`config.mk`:
```
export PLATFORM = sky130hd
export DESIGN_NAME = qlm_axis_metric
export DESIGN_NICKNAME = d
export VERILOG_FILES = /design/src/qlm_pkg.sv /design/src/qlm_axis_metric.sv
export SDC_FILE = /design/constraint.sdc
export NUM_CORES = 2
export LEC_CHECK = 0
export BUFFER_PORTS_ARGS = -buffer_cell sky130_fd_sc_hd__buf_2
export CORE_MARGIN = 4
export CORE_UTILIZATION = 55
export CTS_CLUSTER_DIAMETER = 50
export DETAILED_ROUTE_END_ITERATION = 6
export GPL_ROUTABILITY_DRIVEN = 0
export PLACE_DENSITY = 0.68
export SLEW_MARGIN = 0
export SYNTH_ARGS = -nofsm -noshare
export SYNTH_HDL_FRONTEND = slang
export SYNTH_SLANG_ARGS = --single-unit
```
`constraint.sdc`:
```
create_clock -name clk -period 8.65 [get_ports clk]
set_input_delay 0.4325 -clock clk [delete_from_list [all_inputs] [get_ports clk]]
set_output_delay 0.4325 -clock clk [all_outputs]
set_load 0.1 [all_outputs]
```
`src/qlm_pkg.sv`:
```
// ----------------------------------------------------------------------------
// qlm_pkg
// Types, widths and constants shared by the QPSK log-MAP soft demapper.
// ----------------------------------------------------------------------------
package qlm_pkg;

    // Input and result words
    typedef struct packed {
        logic signed [15:0] rx_real;
        logic signed [15:0] rx_imag;
    } rx_word_t;

    typedef struct packed {
        logic signed [15:0] llr_first_bit;
        logic signed [15:0] llr_second_bit;
    } llr_word_t;

    // Register reset: 1.0 in Q8.8
    localparam logic [15:0] INV_NOISE_RESET = 16'd256;

    // Constellation coordinate magnitude 1/sqrt2 in Q.11
    localparam int COORD_Q11 = 1448;

    // Datapath widths
    localparam int E_W    = 17;  // sample minus coordinate
    localparam int SQ_W   = 31;  // squared error, Q.22
    localparam int PROD_W = 47;  // scaled squared error
    localparam int AXM_W  = 25;  // rounded axis metric, Q.7
    localparam int MET_W  = 27;  // signed point metric, Q.7
    localparam int LSE_W  = 28;  // max plus correction
    localparam int LLR_W  = 29;  // LLR before saturation

    // Rounding term and shift for the axis metric
    localparam int RND_SHIFT = 23;

    // Correction covers [0, 8.0) in Q.7
    localparam int CORR_RANGE_Q7 = 1024;
    localparam int CORR_IDX_W    = 10;
    localparam int CORR_W        = 7;
    localparam int MASTER_LEN    = 64;

    // round(128*ln(1+exp(-t))) at t = k/8
    localparam logic [CORR_W-1:0] CORR_MASTER [MASTER_LEN] = '{
        7'd89, 7'd81, 7'd74, 7'd67, 7'd61, 7'd55, 7'd50, 7'd45,
        7'd40, 7'd36, 7'd32, 7'd29, 7'd26, 7'd23, 7'd21, 7'd18,
        7'd16, 7'd14, 7'd13, 7'd11, 7'd10, 7'd9,  7'd8,  7'd7,
        7'd6,  7'd6,  7'd5,  7'd4,  7'd4,  7'd3,  7'd3,  7'd3,
        7'd2,  7'd2,  7'd2,  7'd2,  7'd1,  7'd1,  7'd1,  7'd1,
        7'd1,  7'd1,  7'd1,  7'd1,  7'd1,  7'd0,  7'd0,  7'd0,
        7'd0,  7'd0,  7'd0,  7'd0,  7'd0,  7'd0,  7'd0,  7'd0,
        7'd0,  7'd0,  7'd0,  7'd0,  7'd0,  7'd0,  7'd0,  7'd0
    };

endpackage

```
`src/qlm_axis_metric.sv`:
```
// ----------------------------------------------------------------------------
// qlm_axis_metric
// Three-stage per-axis metric: square the error against one coordinate,
// scale by the reciprocal noise variance, round to Q.7.
// ----------------------------------------------------------------------------
module qlm_axis_metric
    import qlm_pkg::*;
(
    input  logic                    clk,
    input  logic                    adv,
    input  logic signed [15:0]      y,
    input  logic signed [E_W-1:0]   coord,
    input  logic        [15:0]      inv_noise_var,
    output logic        [AXM_W-1:0] metric
);

    logic signed [E_W-1:0]    err;
    logic signed [2*E_W-1:0]  err_sq;
    logic        [SQ_W-1:0]   sq_reg;
    logic        [PROD_W-1:0] prod_reg;
    logic        [PROD_W:0]   rounded;
    logic        [AXM_W-1:0]  metric_reg;

    // Square the error; it stays below 2^31
    assign err    = E_W'(y) - coord;
    assign err_sq = err * err;

    // Round half up and drop the fraction
    assign rounded = {1'b0, prod_reg} + ((PROD_W + 1)'(1) << (RND_SHIFT - 1));

    always_ff @(posedge clk)
    begin
        if (adv)
        begin
            sq_reg     <= err_sq[SQ_W-1:0];
            prod_reg   <= PROD_W'(sq_reg) * PROD_W'(inv_noise_var);
            metric_reg <= rounded[RND_SHIFT +: AXM_W];
        end
    end

    assign metric = metric_reg;

endmodule

```
# Yosys cells after proc, flatten, opt, wreduce, memory -nomap -nowiden
# Cells that the tools add are included.
dict set report totals {
  reg_bits 103
  in_bits 51
  out_inout_bits 25
  wordCells 7
}
dict set report op_classes {
  addsub 2
  mul 2
}
# cell n
set op_table {}
lappend op_table {{adder 47 x 23 -> 48 bit (second input constant)} 1}
lappend op_table {{multiplier 31 x 16 -> 47 bit} 1}
lappend op_table {{multiplier 17 x 17 -> 31 bit} 1}
lappend op_table {{subtractor 16 x 17 -> 17 bit} 1}

# Logic depth before layout (Yosys ltp)
dict set report logic_depth {
  depth_word 2
  ltp_mapped 36
  depth_no_buf 35
}

# Least setup slack after synthesis
# Ideal clock, no wire load.
dict set report synth_path {
  kind {input-to-reg}
  startpoint {input port y[0]}
  endpoint {register sq_reg[29], data pin}
  arrival_ns 7.490
  required_time_ns 8.392
  slack_ns 0.902
  cell_stages 31
  cell_sequence {inv_1 ha_1 inv_1 fa_1 a211oi_1 o21a_1 o31a_1 a21oi_2 a211o_1 a21o_2 xnor2_4 buf_2 nand2_1 inv_1 fa_1 inv_1 fa_1 inv_1 fa_1 fa_1 fa_1 fa_1 ha_1 and3_1 nand3_1 nor2_1 a31oi_1 o211ai_1 a31o_2 a21oi_1 xnor2_1}
}
dict set report synth_via {
  elab_chain_len 2
}
# element line_no
set synth_rtl {}
lappend synth_rtl {{start: declaration} qlm_axis_metric.sv:11} ;# input logic signed [15:0] y,
lappend synth_rtl {{subtractor 16 x 17 -> 17 bit} qlm_axis_metric.sv:25} ;# assign err = E_W'(y) - coord;
lappend synth_rtl {{multiplier 17 x 17 -> 31 bit} qlm_axis_metric.sv:26} ;# assign err_sq = err * err;
lappend synth_rtl {{named net err_sq[29]} qlm_axis_metric.sv:18} ;# logic signed [2*E_W-1:0] err_sq;
lappend synth_rtl {{end signal: assignment} qlm_axis_metric.sv:35} ;# sq_reg <= err_sq[SQ_W-1:0];
lappend synth_rtl {{end: declaration} qlm_axis_metric.sv:19} ;# logic [SQ_W-1:0] sq_reg;
# The timed path passes the listed nets, and every way through them passes these cells.
# A chain may end at the register's enable or synchronous reset.

# Final worst setup path
dict set report layout_path {
  startpoint {input port coord[1]}
  endpoint {register sq_reg[29], data pin}
}
dict set report layout_via {
  elab_chain_len 2
}
# element line_no
set layout_rtl {}
lappend layout_rtl {{start: declaration} qlm_axis_metric.sv:12} ;# input logic signed [E_W-1:0] coord,
lappend layout_rtl {{subtractor 16 x 17 -> 17 bit} qlm_axis_metric.sv:25}
lappend layout_rtl {{multiplier 17 x 17 -> 31 bit} qlm_axis_metric.sv:26}
lappend layout_rtl {{named net err_sq[29]} qlm_axis_metric.sv:18}
# The timed path passes the listed nets, and every way through them passes these cells.

==> flow_metrics.env <==
export IMPL_fin_setup_tns_ps=0
export IMPL_total_core_area_um2=47800
export IMPL_final_common_cell="sky130_fd_sc_hd__inv_1"
export IMPL_grt_first_pass_wirelength_mm=105
export IMPL_unrepaired_setup_endpoints_after_global_routing="false"
export IMPL_cts_tree="built"
export IMPL_final_cell_mix="sky130_fd_sc_hd__inv_1 (716), sky130_fd_sc_hd__fa_1 (643), sky130_fd_sc_hd__nand2_1 (443)"
export IMPL_cts_max_path_buffers=2
export IMPL_report_final_hold_viol_count=0
export IMPL_clkTransAtPathRegs_ps=70
export IMPL_synth_seq_area_share=0.0902
export IMPL_antenna_found_initial=1
export IMPL_drt_drc_violations_left=0
export IMPL_grt_overflow=0
export IMPL_die_height_um=228
export IMPL_tritoncts_num_buffers=9
export IMPL_timing_max_slew_rel_slack=0.257
export IMPL_kind_of_path_behind_the_tightest_hold_check="reg -> reg"
export IMPL_final_max_slew_viol_count=0
export IMPL_synthToLayoutAreaGrowth_pct=4.92
export IMPL_worstSetupStartpointType="primary input"
export IMPL_detailedPlacementHpwl_mm=49.9
export IMPL_cp_data_required_time_ps=8770
export IMPL_outcome="complete, no violations"
export IMPL_drt_antenna_violating_nets=0
export IMPL_groute_usage_overall=0.249
export IMPL_nets=3745
export IMPL_top_delay_family_on_crit_path="adder cells"
export IMPL_num_antenna_cells=0
export IMPL_post_synth_inst_count=2814
export IMPL_finalSetupViolCount=0
export IMPL_max_freq_mhz=125
export IMPL_finalCritPeriodShare=0.927
export IMPL_die_width_um=228
export IMPL_setup_worst_path_class="in -> reg"
export IMPL_worst_pin_slew_ps=1110
export IMPL_critical_path_endpoint_type="flop"
export IMPL_detail_route_vias_per_cell=5.41
export IMPL_placement_io_buffers=75
export IMPL_synth_enable_flop_cells=80
export IMPL_postPlaceCellArea_um2=27600
export IMPL_post_synth_num_cell_types=59
export IMPL_final_design_area_no_fill_um2=27900
export IMPL_largest_stage_delay_on_the_critical_path_ps=560
export IMPL_synth_async_sr_flop_share=0
export IMPL_crit_slowest_cell="sky130_fd_sc_hd__fa_1"
export IMPL_floorplan_die_area_um2=52000
export IMPL_mean_syn_cell_area_um2=9.46
export IMPL_final_setup_skew_ps=13.1
export IMPL_initial_util=0.557
export IMPL_detailed_route_via_count=18685
export IMPL_largest_reg_flops=30
export IMPL_cts_resized_gates=0
export IMPL_yosys_area_top_type_share=0.483
export IMPL_hold_buffers=0
export IMPL_clock_tree_root_cell="sky130_fd_sc_hd__clkbuf_16"
export IMPL_detail_route_wl_per_cell_um=18.2
export IMPL_syn_area_um2=26600
export IMPL_io_pin_count=76
export IMPL_rows=80
export IMPL_cts_setup_buffers=0
export IMPL_min_period_ps=8020
export IMPL_worstPathMaxFanout=10
export IMPL_post_place_ws_ps=268
export IMPL_clk_latency_ps=370
export IMPL_max_cap_viol_count=0
export IMPL_grt_max_degree=81
export IMPL_number_of_global_route_vias_before_repair=20794
export IMPL_routed_wl_mm=62.9
export IMPL_final_layout_size_suffix_gt1_frac=0.0525
export IMPL_cts_sinks=80
export IMPL_cts_max_level=3
export IMPL_crit_path_buf_inv_count=7
export IMPL_ys_warnings_count=0
export IMPL_drt_first_iter_violations=1255
export IMPL_synth_top_cells_by_area="sky130_fd_sc_hd__fa_1 (48%), sky130_fd_sc_hd__ha_1 (10%), sky130_fd_sc_hd__inv_1 (10%)"
export IMPL_synth_ff_type="sky130_fd_sc_hd__edfxtp_1"
export IMPL_ys_ff_latch=80
export IMPL_final_setup_worst_slack_ps=631
export IMPL_synth_largest_area_cell="sky130_fd_sc_hd__fa_1"
export IMPL_worst_ep_arrival_time_ps=8140
export IMPL_drt_first_pass_iters=5
-- synthesized netlist by cell type, drive strengths merged, types with 4 or more instances --
cell type,count
a31oi,5
nand3,18
nor2,115
a21o,20
o211ai,7
clkinv,4
nand2,443
xor2,24
o21bai,7
xnor2,82
a211o,5
nor3,12
a211oi,7
fa,643
and2,141
buf,5
nand2b,10
clkbuf,90
inv,722
or2,10
o21ai,31
nand4,7
nor2b,8
ha,216
o21a,13
edfxtp,80
and3,12
a21oi,50
-- layer usage --
layer	global-route usage	vias up	part of all wire
li1	-	8260	-
met1	0.327	9583	0.40
met2	0.427	713	0.50
met3	0.0458	127	0.076
met4	0.0706	2	0.028
met5	0	-	0.00021
-- per-stage QoR --
step | utilization | hold slack, ps | cells
4_1_cts | 0.584 | 575 | 3455
3_3_place_gp | 0.577 | 574 | 3439
2_1_floorplan | - | 541 | 2817
3_5_place_dp | 0.577 | 559 | 3439
5_1_grt | 0.584 | 604 | 3455
6_report | 0.584 | 576 | 3455
-- layout make-up --
cell class	instances	area (um^2)
clock inverter	7	85.1
fill	4138	19900
tap	615	769
inverter	726	2730
multi-input combinational	1916	21200
timing repair buffer	102	581
sequential	80	2400
clock buffer	9	225
-- worst paths after layout --
path	start	endpoint	slack, ps	depth (start not counted)
worst min-delay path	prod_reg[30]$_DFFE_PP_	metric[7]$_DFFE_PP_	580	1
worst max register to register	sq_reg[11]$_DFFE_PP_	prod_reg[41]$_DFFE_PP_	1300	21
worst max-delay path	coord[1]	sq_reg[29]$_DFFE_PP_	630	32
worst min register to register	prod_reg[30]$_DFFE_PP_	metric[7]$_DFFE_PP_	580	1
-- worst register-to-register path, cell delays in order, from the launching register on --
cell	delay, ps
sky130_fd_sc_hd__edfxtp_1	1060
sky130_fd_sc_hd__nand2_1	190
sky130_fd_sc_hd__fa_1	550
sky130_fd_sc_hd__inv_1	50
sky130_fd_sc_hd__fa_1	540
sky130_fd_sc_hd__inv_1	60
sky130_fd_sc_hd__fa_1	500
sky130_fd_sc_hd__inv_1	50
sky130_fd_sc_hd__fa_1	540
sky130_fd_sc_hd__inv_1	60
sky130_fd_sc_hd__fa_1	500
sky130_fd_sc_hd__inv_1	60
sky130_fd_sc_hd__fa_1	460
sky130_fd_sc_hd__ha_1	330
sky130_fd_sc_hd__a211o_1	310
sky130_fd_sc_hd__a211oi_2	380
sky130_fd_sc_hd__o211ai_2	190
sky130_fd_sc_hd__a31oi_4	340
sky130_fd_sc_hd__o21ai_1	200
sky130_fd_sc_hd__a211o_1	340
sky130_fd_sc_hd__a311oi_1	320
sky130_fd_sc_hd__a21oi_1	70
-- cell families after synthesis --
| group | after synthesis | synth area share |
|---|---|---|
| adders and majority gates | 859 | 0.585 |
| buffers and inverters | 821 | 0.116 |
| and+or+nand+nor | 782 | 0.130 |
| AOI/OAI and AO/OA | 164 | 0.0426 |
| xor gates and xnor gates | 106 | 0.0359 |
| DFF | 80 | 0.0902 |
| other | 2 | 0.000282 |
Power is left out: the tool's default activity adds up to more than one toggle a clock period on the data nets, which glitch-free logic cannot reach.
