==> config.mk <==
export PLATFORM = sky130hd
export DESIGN_NAME = qlm_lse_pair
export DESIGN_NICKNAME = d
export VERILOG_FILES = /design/src/qlm_pkg.sv /design/src/qlm_lse_pair.sv
export SDC_FILE = /design/constraint.sdc
export NUM_CORES = 1
export LEC_CHECK = 0
export BUFFER_PORTS_ARGS = -buffer_cell sky130_fd_sc_hd__buf_2
export CAP_MARGIN = 25
export CELL_PAD_IN_SITES_DETAIL_PLACEMENT = 1
export CELL_PAD_IN_SITES_GLOBAL_PLACEMENT = 1
export CORE_ASPECT_RATIO = 0.75
export CORE_MARGIN = 1
export CORE_UTILIZATION = 40
export CTS_CLUSTER_SIZE = 40
export DETAILED_ROUTE_END_ITERATION = 16
export GPL_TIMING_DRIVEN = 0
export PLACE_DENSITY = 0.88
export SLEW_MARGIN = 20
export SYNTH_ARGS = -nofsm -noshare
export SYNTH_HDL_FRONTEND = slang
export SYNTH_SLANG_ARGS = --single-unit
==> constraint.sdc <==
create_clock -name clk -period 3.8 [get_ports clk]
set_input_delay 0.57 -clock clk [delete_from_list [all_inputs] [get_ports clk]]
set_output_delay 0.57 -clock clk [all_outputs]
set_load 0.02 [all_outputs]
==> src/qlm_pkg.sv <==
// ----------------------------------------------------------------------------
// qlm_pkg
// Types, widths and constants shared by the QPSK log-MAP soft demapper.
// ----------------------------------------------------------------------------
package qlm_pkg;

    // Input and result words
    typedef struct packed {
        logic signed [15:0] rx_real;
        logic signed [15:0] rx_imag;
    } rx_word_t;

    typedef struct packed {
        logic signed [15:0] llr_first_bit;
        logic signed [15:0] llr_second_bit;
    } llr_word_t;

    // Register reset: 1.0 in Q8.8
    localparam logic [15:0] INV_NOISE_RESET = 16'd256;

    // Constellation coordinate magnitude 1/sqrt2 in Q.11
    localparam int COORD_Q11 = 1448;

    // Datapath widths
    localparam int E_W    = 17;  // sample minus coordinate
    localparam int SQ_W   = 31;  // squared error, Q.22
    localparam int PROD_W = 47;  // scaled squared error
    localparam int AXM_W  = 25;  // rounded axis metric, Q.7
    localparam int MET_W  = 27;  // signed point metric, Q.7
    localparam int LSE_W  = 28;  // max plus correction
    localparam int LLR_W  = 29;  // LLR before saturation

    // Rounding term and shift for the axis metric
    localparam int RND_SHIFT = 23;

    // Correction covers [0, 8.0) in Q.7
    localparam int CORR_RANGE_Q7 = 1024;
    localparam int CORR_IDX_W    = 10;
    localparam int CORR_W        = 7;
    localparam int MASTER_LEN    = 64;

    // round(128*ln(1+exp(-t))) at t = k/8
    localparam logic [CORR_W-1:0] CORR_MASTER [MASTER_LEN] = '{
        7'd89, 7'd81, 7'd74, 7'd67, 7'd61, 7'd55, 7'd50, 7'd45,
        7'd40, 7'd36, 7'd32, 7'd29, 7'd26, 7'd23, 7'd21, 7'd18,
        7'd16, 7'd14, 7'd13, 7'd11, 7'd10, 7'd9,  7'd8,  7'd7,
        7'd6,  7'd6,  7'd5,  7'd4,  7'd4,  7'd3,  7'd3,  7'd3,
        7'd2,  7'd2,  7'd2,  7'd2,  7'd1,  7'd1,  7'd1,  7'd1,
        7'd1,  7'd1,  7'd1,  7'd1,  7'd1,  7'd0,  7'd0,  7'd0,
        7'd0,  7'd0,  7'd0,  7'd0,  7'd0,  7'd0,  7'd0,  7'd0,
        7'd0,  7'd0,  7'd0,  7'd0,  7'd0,  7'd0,  7'd0,  7'd0
    };

endpackage

==> src/qlm_lse_pair.sv <==
// ----------------------------------------------------------------------------
// qlm_lse_pair
// Two-stage max-star of two point metrics: max and tabled log(1+exp(-x))
// correction, then their sum.
// ----------------------------------------------------------------------------
module qlm_lse_pair
    import qlm_pkg::*;
#(
    parameter int CORR_TABLE_DEPTH = 16
)
(
    input  logic                    clk,
    input  logic                    adv,
    input  logic signed [MET_W-1:0] met_a,
    input  logic signed [MET_W-1:0] met_b,
    output logic signed [LSE_W-1:0] lse
);

    localparam int BIN_W  = $clog2(CORR_TABLE_DEPTH);
    localparam int BPRD_W = CORR_IDX_W + $clog2(CORR_TABLE_DEPTH + 1);

    logic        [CORR_W-1:0] corr_lut [CORR_TABLE_DEPTH];
    logic signed [LSE_W-1:0]  diff;
    logic        [LSE_W-1:0]  mag;
    logic                     in_range;
    logic        [BPRD_W-1:0] bin_prod;
    logic        [BIN_W-1:0]  bin;
    logic signed [MET_W-1:0]  max_reg;
    logic        [CORR_W-1:0] corr_reg;
    logic signed [LSE_W-1:0]  lse_reg;

    // Build the binned table from the master table at elaboration
    for (genvar k = 0; k < CORR_TABLE_DEPTH; k++)
    begin : g_lut
        assign corr_lut[k] = CORR_MASTER[(k * MASTER_LEN) / CORR_TABLE_DEPTH];
    end

    // Distance between the two metrics and its bin
    assign diff     = LSE_W'(met_a) - LSE_W'(met_b);
    assign mag      = diff[LSE_W-1] ? LSE_W'(-diff) : LSE_W'(diff);
    assign in_range = mag < LSE_W'(CORR_RANGE_Q7);
    assign bin_prod = BPRD_W'(mag[CORR_IDX_W-1:0]) * BPRD_W'(CORR_TABLE_DEPTH);
    assign bin      = bin_prod[CORR_IDX_W +: BIN_W];

    always_ff @(posedge clk)
    begin
        if (adv)
        begin
            max_reg  <= (met_a > met_b) ? met_a : met_b;
            corr_reg <= in_range ? corr_lut[bin] : '0;
            lse_reg  <= LSE_W'(max_reg) + LSE_W'($signed({1'b0, corr_reg}));
        end
    end

    assign lse = lse_reg;

endmodule

# Yosys cells after proc, flatten, opt, wreduce, memory -nomap -nowiden
# Memory sizes are Yosys's and may differ from the RTL's. A register that Yosys moved wholly into a read port is not among the register bits.
# Index checks and enable logic that the tools add are counted.
[totals]
reg_bits = 55
rom_bits = 112
input_bits = 56
out_inout_bits = 28
elab_cells = 12
n_memories = 1
[mem_list]
columns = ["memory", "words", "width", "rd", "rd_ports_with_merged_regs", "wr", "line_no", "source"]
rows = [
  ["(no name shown)", 16, 7, 1, 1, 0, "qlm_lse_pair.sv:50", "corr_reg <= in_range ? corr_lut[bin] : '0;"],
]
[op_classes]
addsub = 3
order_cmp = 2
n_mux = 2
n_bitwise = 1
n_reduce_logical = 1
[ops]
columns = ["op", "n"]
rows = [
  ["$add 27x8->28", 1],
  ["$lt 28x11->1 const B", 1],
  ["$mux 28", 1],
  ["$neg 28->28", 1],
  ["$sub 27x27->28", 1],
  ["$gt 27x27->1", 1],
  ["$mux 27", 1],
  ["$not 4->5", 1],
  ["$logic_not 1->1", 1],
]

# Depth between registers and ports, before layout
# Gate-level depths: netlist of run 1.
[depth]
ltp_word = 5
ltp_mapped = 17
depth_no_buf = 16

# Worst setup path before layout of run 1
# OpenSTA, ideal clock, no wires.
[synth_timing]
kind = "input -> register"
start = "in met_b[15]"
end = "reg max_reg[20] (data pin)"
setup_ns = 0.260
arrival_time_ns = 3.493
t_required_ns = 3.540
path_slack_ns = 0.047
cell_stages = 15
cell_sequence = "inv_1 ha_1 buf_2 and3_1 clkbuf_1 a2111o_1 o22a_1 nor2_1 a21oi_1 a21o_1 a2111oi_0 a211o_1 buf_2 buf_2 mux2_2"
[synth_between]
elab_chain_cells = 2
[synth_rtl]
columns = ["item", "line_no", "source"]
rows = [
  ["start: declaration", "qlm_lse_pair.sv:15", "input logic signed [MET_W-1:0] met_b,"],
  ["$gt 27x27->1", "qlm_lse_pair.sv:49", "max_reg <= (met_a > met_b) ? met_a : met_b;"],
  ["$mux 27", "qlm_lse_pair.sv:49", ""],
  ["end signal: assignment", "qlm_lse_pair.sv:49", ""],
  ["end: declaration", "qlm_lse_pair.sv:28", "logic signed [MET_W-1:0] max_reg;"],
]
# Every way passes these cells.
# A chain may end at the register's enable or synchronous reset.

# Worst setup path in the final report of run 1
[layout_timing]
start = "in met_a[0]"
end = "reg corr_reg[0] (data pin)"
[layout_between]
elab_chain_cells = 5
[layout_rtl]
columns = ["item", "line_no", "source"]
rows = [
  ["start: declaration", "qlm_lse_pair.sv:14", "input logic signed [MET_W-1:0] met_a,"],
  ["$sub 27x27->28 *", "qlm_lse_pair.sv:39", "assign diff = LSE_W'(met_a) - LSE_W'(met_b);"],
  ["$neg 28->28", "qlm_lse_pair.sv:40", "assign mag = diff[LSE_W-1] ? LSE_W'(-diff) : LSE_W'(diff);"],
  ["$mux 28 *", "qlm_lse_pair.sv:40", ""],
  ["$lt 28x11->1", "qlm_lse_pair.sv:41", "assign in_range = mag < LSE_W'(CORR_RANGE_Q7);"],
  ["$logic_not 1->1 (no line)", "-", ""],
  ["end: declaration", "qlm_lse_pair.sv:29", "logic [CORR_W-1:0] corr_reg;"],
]
# Mark *: on every way between the ends. The rest lies on a longest branch, timed or not.

==> results.md, run 1 <==
* Fin crit share at 103.1%
* Post-DR vias/cell at 6.141
* First-pass GRT wire length at ~26000 um
* Pleak at roughly 2.8 nW
* Initial Util at between 40 and 50%
* TritonCTS clock tree: built
* CTS Root Cell: clkbuf_16
* Placer congestion estimate at 0.8823
* Clock buffer depth at 2
* RSZ-0062 raised after global routing: yes
* Final Hold Viols at 0
* Post-synth ARST share at 0%
* Vias in the first global route at 5104
* Busiest grt layer: met2
* Layout cells sized above 1 at 28.89%
* DRT iter0 DRCs at between 300 and 400
* Fin nets at between 700 and 800
* Pwr Density at about 420 nW/um2
* Gr usage total at between 20% and 30%
* Syn Nets at approximately 670
* Crit-path max FO at 6
* Cell Area, Synth at between 5000 and 6000 um2
* WL final at 18650 um
* Final HPWL DP at roughly 12000 um
* WL/cell at roughly 22 um
* Fmax at 255.2 MHz
* Minimum clock period at slightly below 4 ns
* Worst hold slack at approximately 0.53 ns
* Max Slew Vio Count at 0
* First drt pass iteration count at 5
* Status: finished with violations
* Via count at 5195
* CTS clk-pin slew, worst paths at about 0.060 ns
* TritonCTS buffer count at 9
* Placed inst area at around 6000 um2
* Hold Crit Depth at 3
* Antenna diodes at 0
* Synth warn at 0
* Syn Area/Cell at 9.385 um2
* Remaining DRCs at 0
* Final setup violation count at 7
* H-tree depth at 3
* Hold crit path type: in2reg
* Worst-margin pin slew at between 0.8 and 0.9 ns
* IO Port Bufs at 83
* Clock sink count at 62
* EDFF count, synth at 62
* Worst EP arrival at between 3 and 4 ns
* Final instance area at between 6000 and 7000 um2
* Synthesis-stage register bit count at 62
* Cell count after synthesis at 569
* Post-CTS Hold Buffers at 0
* Worst Setup Path Type: in2reg
* Cell variety after synth at 63
* Initial antenna violation count at 0
* Met1 Track Usage GR at a little under a third
* Slew HR at 41.47%
* Row cnt at 36
* Critical path capture point type: register
* Failing checks: negative setup slack
* Die footprint at between 10000 and 15000 um2
* M2 GR Usage at 42.09%
* Total grt overflow at 0
* Ys flop type: edfxtp_1
* Area Overhead vs Synth at 26.80%
* Die Y at 102.1 um
* Pin count of the biggest net entering global routing at 63
* Peak VDD IR at approximately 0.0003 V
* Worst EP required at around 3.9 ns
* Register area share after synthesis at 34.86%
* Insertion delay to the later sink of the worst-skew pair at about 0.34 ns
* Flip-flop count of the largest register after layout at 28
* Worst setup margin at -0.1191 ns
* Core Footprint at between 10000 and 15000 um2
* Max Cap Violations at 0
* Routed Antenna Nets at 0
* Startpoint Class: input pin
* R2R depth at 13
* Clock Skew at 0.008555 ns
* Die width at 135.4 um
* Met3 Usage GRT at 3.472%
* Boundary pin count at 84
power breakdown:
group | internal, mW | leakage [nW] | total, mW | switching, mW
clock | 0.635 | 0.157 | 0.943 | 0.307
sequential | 0.851 | 0.604 | 0.891 | 0.0396
combinational | 0.391 | 2.01 | 1.04 | 0.652
total | 1.88 | 2.77 | 2.88 | 0.999
cell families after synthesis:
logic type / share of synthesized area [%]
and+or+nand+nor: 18.51
AOI/OAI and AO/OA: 19.10
buffers and inverters: 4.452
DFF: 34.86
adders and majority gates: 9.888
xor gates and xnor gates: 6.396
muxes: 6.795
worst paths after layout:
check             slack, ns                       from                   endpoint
setup / recovery      -0.12                   met_a[0]  corr_reg[0]$_SDFFCE_PP0P_
hold / removal         0.53                   met_b[0]       max_reg[0]$_DFFE_PP_
setup reg to reg       0.40       max_reg[0]$_DFFE_PP_          lse[24]$_DFFE_PP_
hold reg to reg        0.55  corr_reg[0]$_SDFFCE_PP0P_           lse[0]$_DFFE_PP_
cell type report:
| class | count | area [um2] |
|---|---|---|
| fillers | 1469 | 6246 |
| multi-input cells | 445 | 3586 |
| flip-flops and latches | 62 | 1862 |
| repair buffers | 93 | 528.0 |
| clock buffers | 9 | 225.2 |
| well taps | 171 | 214.0 |
| inverters | 47 | 178.9 |
| clock inverters | 7 | 112.6 |
| plain buffers | 12 | 65.06 |
Yosys cell counts (3+ instances only):
cell | n | share of area [%]
o22ai_1 | 4 | 0.47
or3_1 | 5 | 0.59
and4_1 | 5 | 0.82
o21a_1 | 5 | 0.70
a21o_1 | 19 | 2.7
nand4b_1 | 3 | 0.49
nor2_1 | 34 | 2.4
a211o_1 | 5 | 0.82
nand2_1 | 42 | 3.0
a21boi_0 | 4 | 0.56
o31ai_1 | 4 | 0.56
mux2i_1 | 7 | 1.3
mux2_2 | 26 | 5.5
o311ai_0 | 3 | 0.49
nor3b_1 | 3 | 0.42
inv_1 | 47 | 3.3
nand3b_1 | 3 | 0.42
a21oi_1 | 36 | 3.4
nor3_1 | 17 | 1.6
ha_1 | 39 | 9.1
nand4_1 | 12 | 1.4
and3_1 | 8 | 0.94
clkbuf_1 | 11 | 0.77
xor2_1 | 11 | 1.8
and2_1 | 4 | 0.47
buf_2 | 4 | 0.37
edfxtp_1 | 62 | 35
o21ai_1 | 3 | 0.28
nand2b_1 | 4 | 0.47
a211oi_1 | 12 | 1.7
xnor2_1 | 28 | 4.6
o21ai_0 | 24 | 2.2
nor2b_1 | 7 | 0.82
nor4_1 | 9 | 1.1
nand3_1 | 18 | 1.7
a31oi_1 | 3 | 0.35
layer usage:
metal / vias up / part of all wire (%)
li1: 2348 / -
met1: 2574 / 43
met2: 217 / 48
met3: 56 / 5.8
met4: 0 / 3.1
met5: - / 0
placed cells by master, fill, tap and decap left out, types with 6 or more instances in the layout:
master      n
a211oi_1    6
a211oi_2    6
a21o_1     19
a21oi_1    29
a21oi_2     7
and3_1      7
buf_2      81
buf_4      10
clkbuf_1    6
clkbuf_16   9
edfxtp_1   62
ha_1       34
inv_1      44
mux2_2     26
mux2i_1     6
nand2_1    41
nand3_1    18
nand4_1    12
nor2_1     30
nor3_1     16
nor4_1      6
o21ai_0    24
xnor2_1    26
xor2_1     11
timing repair:
action                                  CTS  global route
resized for setup                        28            54
hold endpoints to repair                  0             0
setup buffers                             0            10
pin swaps                                 3            19
endpoints found under the setup margin   34            35
metrics by stage:
stage                     utilization, %  cells  setup TNS, ns  total power [mW]  worst slack, ns
final                              52.02    846        -0.6403             2.877          -0.1191
after global routing               52.02    846         -3.731             2.990          -0.2261
after CTS                          49.52    838       -0.01477             2.759         -0.01477
after detailed placement           45.88    823         -17.10             1.767          -0.8362
after global placement             45.86    823         -11.27             1.718          -0.7041
after floorplan                        -    569              0             1.506          0.04665
critical path, stage by stage:
cell and delay [ns]:
buf_6 0.08, inv_4 0.03, ha_4 0.15, fa_2 0.37, nand2b_4 0.17, a211o_1 0.33
a211oi_2 0.31, a311oi_4 0.09, or4b_4 0.61, nor4_4 0.32, nand4b_4 0.19, o211a_1 0.30
o211ai_4 0.23, buf_12 0.16, nor3_1 0.06
Note: power is estimated with default switching activity, not from simulation.
==> run 2: changes to the inputs <==
--- a/config.mk
+++ b/config.mk
@@ -10,12 +10,13 @@
 export CELL_PAD_IN_SITES_DETAIL_PLACEMENT = 1
 export CELL_PAD_IN_SITES_GLOBAL_PLACEMENT = 1
 export CORE_ASPECT_RATIO = 0.75
-export CORE_MARGIN = 1
 export CORE_UTILIZATION = 40
 export CTS_CLUSTER_SIZE = 40
 export DETAILED_ROUTE_END_ITERATION = 16
 export GPL_TIMING_DRIVEN = 0
+export HOLD_SLACK_MARGIN = 0.05
 export PLACE_DENSITY = 0.88
+export REMOVE_ABC_BUFFERS = 1
 export SLEW_MARGIN = 20
 export SYNTH_ARGS = -nofsm -noshare
 export SYNTH_HDL_FRONTEND = slang
==> results.md, run 2 (synthesis results as in run 1) <==
* First-pass GRT wire length at 26340 um (+0.93%)
* Insertion delay to the later sink of the worst-skew pair at 0.36 ns (+0.02 ns)
* Clock buffer depth at 2 (unchanged)
* Routed Antenna Nets at 0 (unchanged)
* Die Y at 102.1 um (unchanged)
* R2r startpoint: max_reg[0]$_DFFE_PP_
* Max Cap Violations at 0 (unchanged)
* Final setup violation count at 7 (unchanged)
* WL/cell at 23.21 um (+5.3%)
* Busiest grt layer: met2
* R2R depth at 13 (unchanged)
* Final Hold Viols at 0 (unchanged)
* Die width at 135.4 um (unchanged)
* Via count at 5345 (+2.9%)
* CTS Root Cell: clkbuf_16
* Slew HR at 37.56% (-3.9 points)
* R2r endpoint: lse[24]$_DFFE_PP_
* TritonCTS clock tree: built
* Pleak at 2.767 nW (about the same)
* WL final at 19430 um (+4.2%)
* R2R setup slack at 0.39 ns (about the same)
* Antenna diodes at 0 (unchanged)
* Clock sink count at 62 (unchanged)
* Hold crit path type: in2reg
* Post-CTS Hold Buffers at 0 (unchanged)
* Remaining DRCs at 1 (+1)
* Fmax at 246.5 MHz (-3.4%)
* Boundary pin count at 84 (unchanged)
* DRT iter0 DRCs at 523 (+58%)
* Post-DR vias/cell at 6.386 (+4.0%)
* Initial antenna violation count at 0 (unchanged)
* FF/Latch Area at 1862 um2 (unchanged)
* Worst EP required at 3.97 ns (+0.10 ns)
* Commonest non-fill, non-tap cells in the layout: buf_2, edfxtp_1, inv_1, nand2_1, ha_1
* Worst setup margin at -0.2561 ns (-0.1370 ns)
* CTS clk-pin slew, worst paths at 0.06 ns (about the same)
* Failing checks: design-rule violations, negative setup slack
* Worst hold slack at 0.5245 ns (-0.008523 ns)
* M2 GR Usage at 42.21% (+0.12 points)
* First drt pass iteration count at 11 (+6)
* Met3 Usage GRT at 4.960% (+1.5 points)
* Critical path capture point type: register
* Min-delay src: met_b[0]
* Startpoint Class: input pin
* Core Footprint at 13020 um2 (unchanged)
* Commonest non-fill, non-tap cell in the layout: buf_2
* IO Port Bufs at 83 (unchanged)
* Layout cells sized above 1 at 28.98% (+0.090 points)
* Worst setup path start: met_b[0]
* Total grt overflow at 0 (unchanged)
* Final HPWL DP at 11680 um (-5.3%)
* Placed inst area at 5912 um2 (-1.0%)
* Area of the multi-input gates at 3667 um2 (+2.3%)
* Setup TNS at -1.473 ns (-0.8327 ns)
* Row cnt at 36 (unchanged)
* Filler cells at 1470 (+0.068%)
* Area Overhead vs Synth at 26.52%
* RSZ-0062 raised after global routing: yes
* H-tree depth at 3 (unchanged)
* Status: finished with violations
* Core Util, Final at 51.90% (-0.12 points)
* Worst-margin pin slew at 0.9268 ns (+0.05516 ns)
* Peak VDD IR at 0.0002532 V (-16%)
* Placer congestion estimate at 0.8705 (-1.3%)
* Pin count of the biggest net entering global routing at 63 (unchanged)
* Vias in the first global route at 5076 (-0.55%)
* Pwr Density at 416.0 nW/um2 (-2.1%)
* Total Power at 2.811 mW (-2.3%)
* Fin nets at 758 (-1.2%)
* Crit-path max FO at 7 (+1)
* Minimum clock period at 4.056 ns (+0.1370 ns)
* Die footprint at 13820 um2 (unchanged)
* Clock Skew at 0.01304 ns (+0.004484 ns)
* TritonCTS buffer count at 9 (unchanged)
* Fin crit share at 106.7% (+3.6 points)
* Worst Setup EP: corr_reg[4]$_SDFFCE_PP0P_
* Max Slew Vio Count at 0 (unchanged)
* Worst Setup Path Type: in2reg
* Initial Util at 41.02% (unchanged)
* Gr usage total at 25.17% (+0.61 points)
* Worst EP arrival at 4.22 ns (+0.23 ns)
* Final instance area at 6756 um2 (-0.22%)
* Flip-flop count of the largest register after layout at 28 (unchanged)
* Met1 Track Usage GR at 31.45% (-0.41 points)
[run 2: cell types whose count changed in the layout (fill, tap and decap cells not counted), moves of 3 or more]
cell	before	now
buf_6	4	1
ha_4	5	1
clkbuf_1	6	1
nor3_4	0	3
nor3_1	16	13
ha_2	0	5
a211o_4	0	4
a21oi_2	7	4
[run 2: cell type report]
| class | instances | share of cell area [%] |
|---|---|---|
| inverters | 47 | 2.685 |
| multi-input cells | 447 | 54.28 |
| flip-flops and latches | 62 | 27.56 |
| clock buffers | 10 | 3.389 |
| repair buffers | 94 | 8.019 |
| clock inverters | 6 | 0.9074 |
| well taps | 171 | 3.167 |
[run 2: worst min-delay path by stage]
| stage | endpoint | slack, ns | cells after the start |
|---|---|---|---|
| finish | max_reg[0]$_DFFE_PP_ | 0.52 | 3 |
| global route | max_reg[0]$_DFFE_PP_ | 0.54 | 3 |
| CTS | max_reg[21]$_DFFE_PP_ | 0.54 | 2 |
| detailed placement | lse[0]$_DFFE_PP_ | 0.53 | 1 |
| global placement | lse[0]$_DFFE_PP_ | 0.53 | 1 |
| floorplan | lse[0]$_DFFE_PP_ | 0.51 | 1 |
[run 2: per-layer routing]
| layer | vias up | part of all wire [%] |
|---|---|---|
| met4 | 0 | 4.7 |
| li1 | 2339 | - |
| met5 | - | 0 |
| met2 | 307 | 46 |
| met1 | 2599 | 41 |
| met3 | 100 | 7.7 |
[run 2: worst max-delay path, cell delays in order]
cell and delay (ns):
buf_6 0.10, ha_4 0.17, fa_2 0.38, nand2b_4 0.17, a211o_4 0.38, a211oi_4 0.33, a311oi_4 0.10, or4b_4 0.60
nor4_4 0.36, nand4b_4 0.19, mux2i_1 0.34, nor2_4 0.08, buf_12 0.16, nor4_4 0.29
[run 2: power by group]
| group | total [mW] | switching (mW) | internal (mW) |
|---|---|---|---|
| Clock | 0.839 | 0.334 | 0.505 |
| Sequential | 0.891 | 0.0399 | 0.851 |
| Combinational | 1.08 | 0.683 | 0.397 |
[run 2: stage by stage]
stage          setup WS, ns  cells
2_1_floorplan      -0.07261    554
3_3_place_gp        -0.8281    808
3_5_place_dp        -0.8692    808
4_1_cts            0.006256    827
5_1_grt             -0.4355    837
6_report            -0.2561    837
[run 2: timing repair]
action / CTS / global route
gates cloned: 1 / 1
buffers inserted: 2 / 9
gates resized for setup: 36 / 45
pin swaps: 3 / 21
hold endpoints to repair: 0 / 0
setup endpoints to repair: 34 / 34
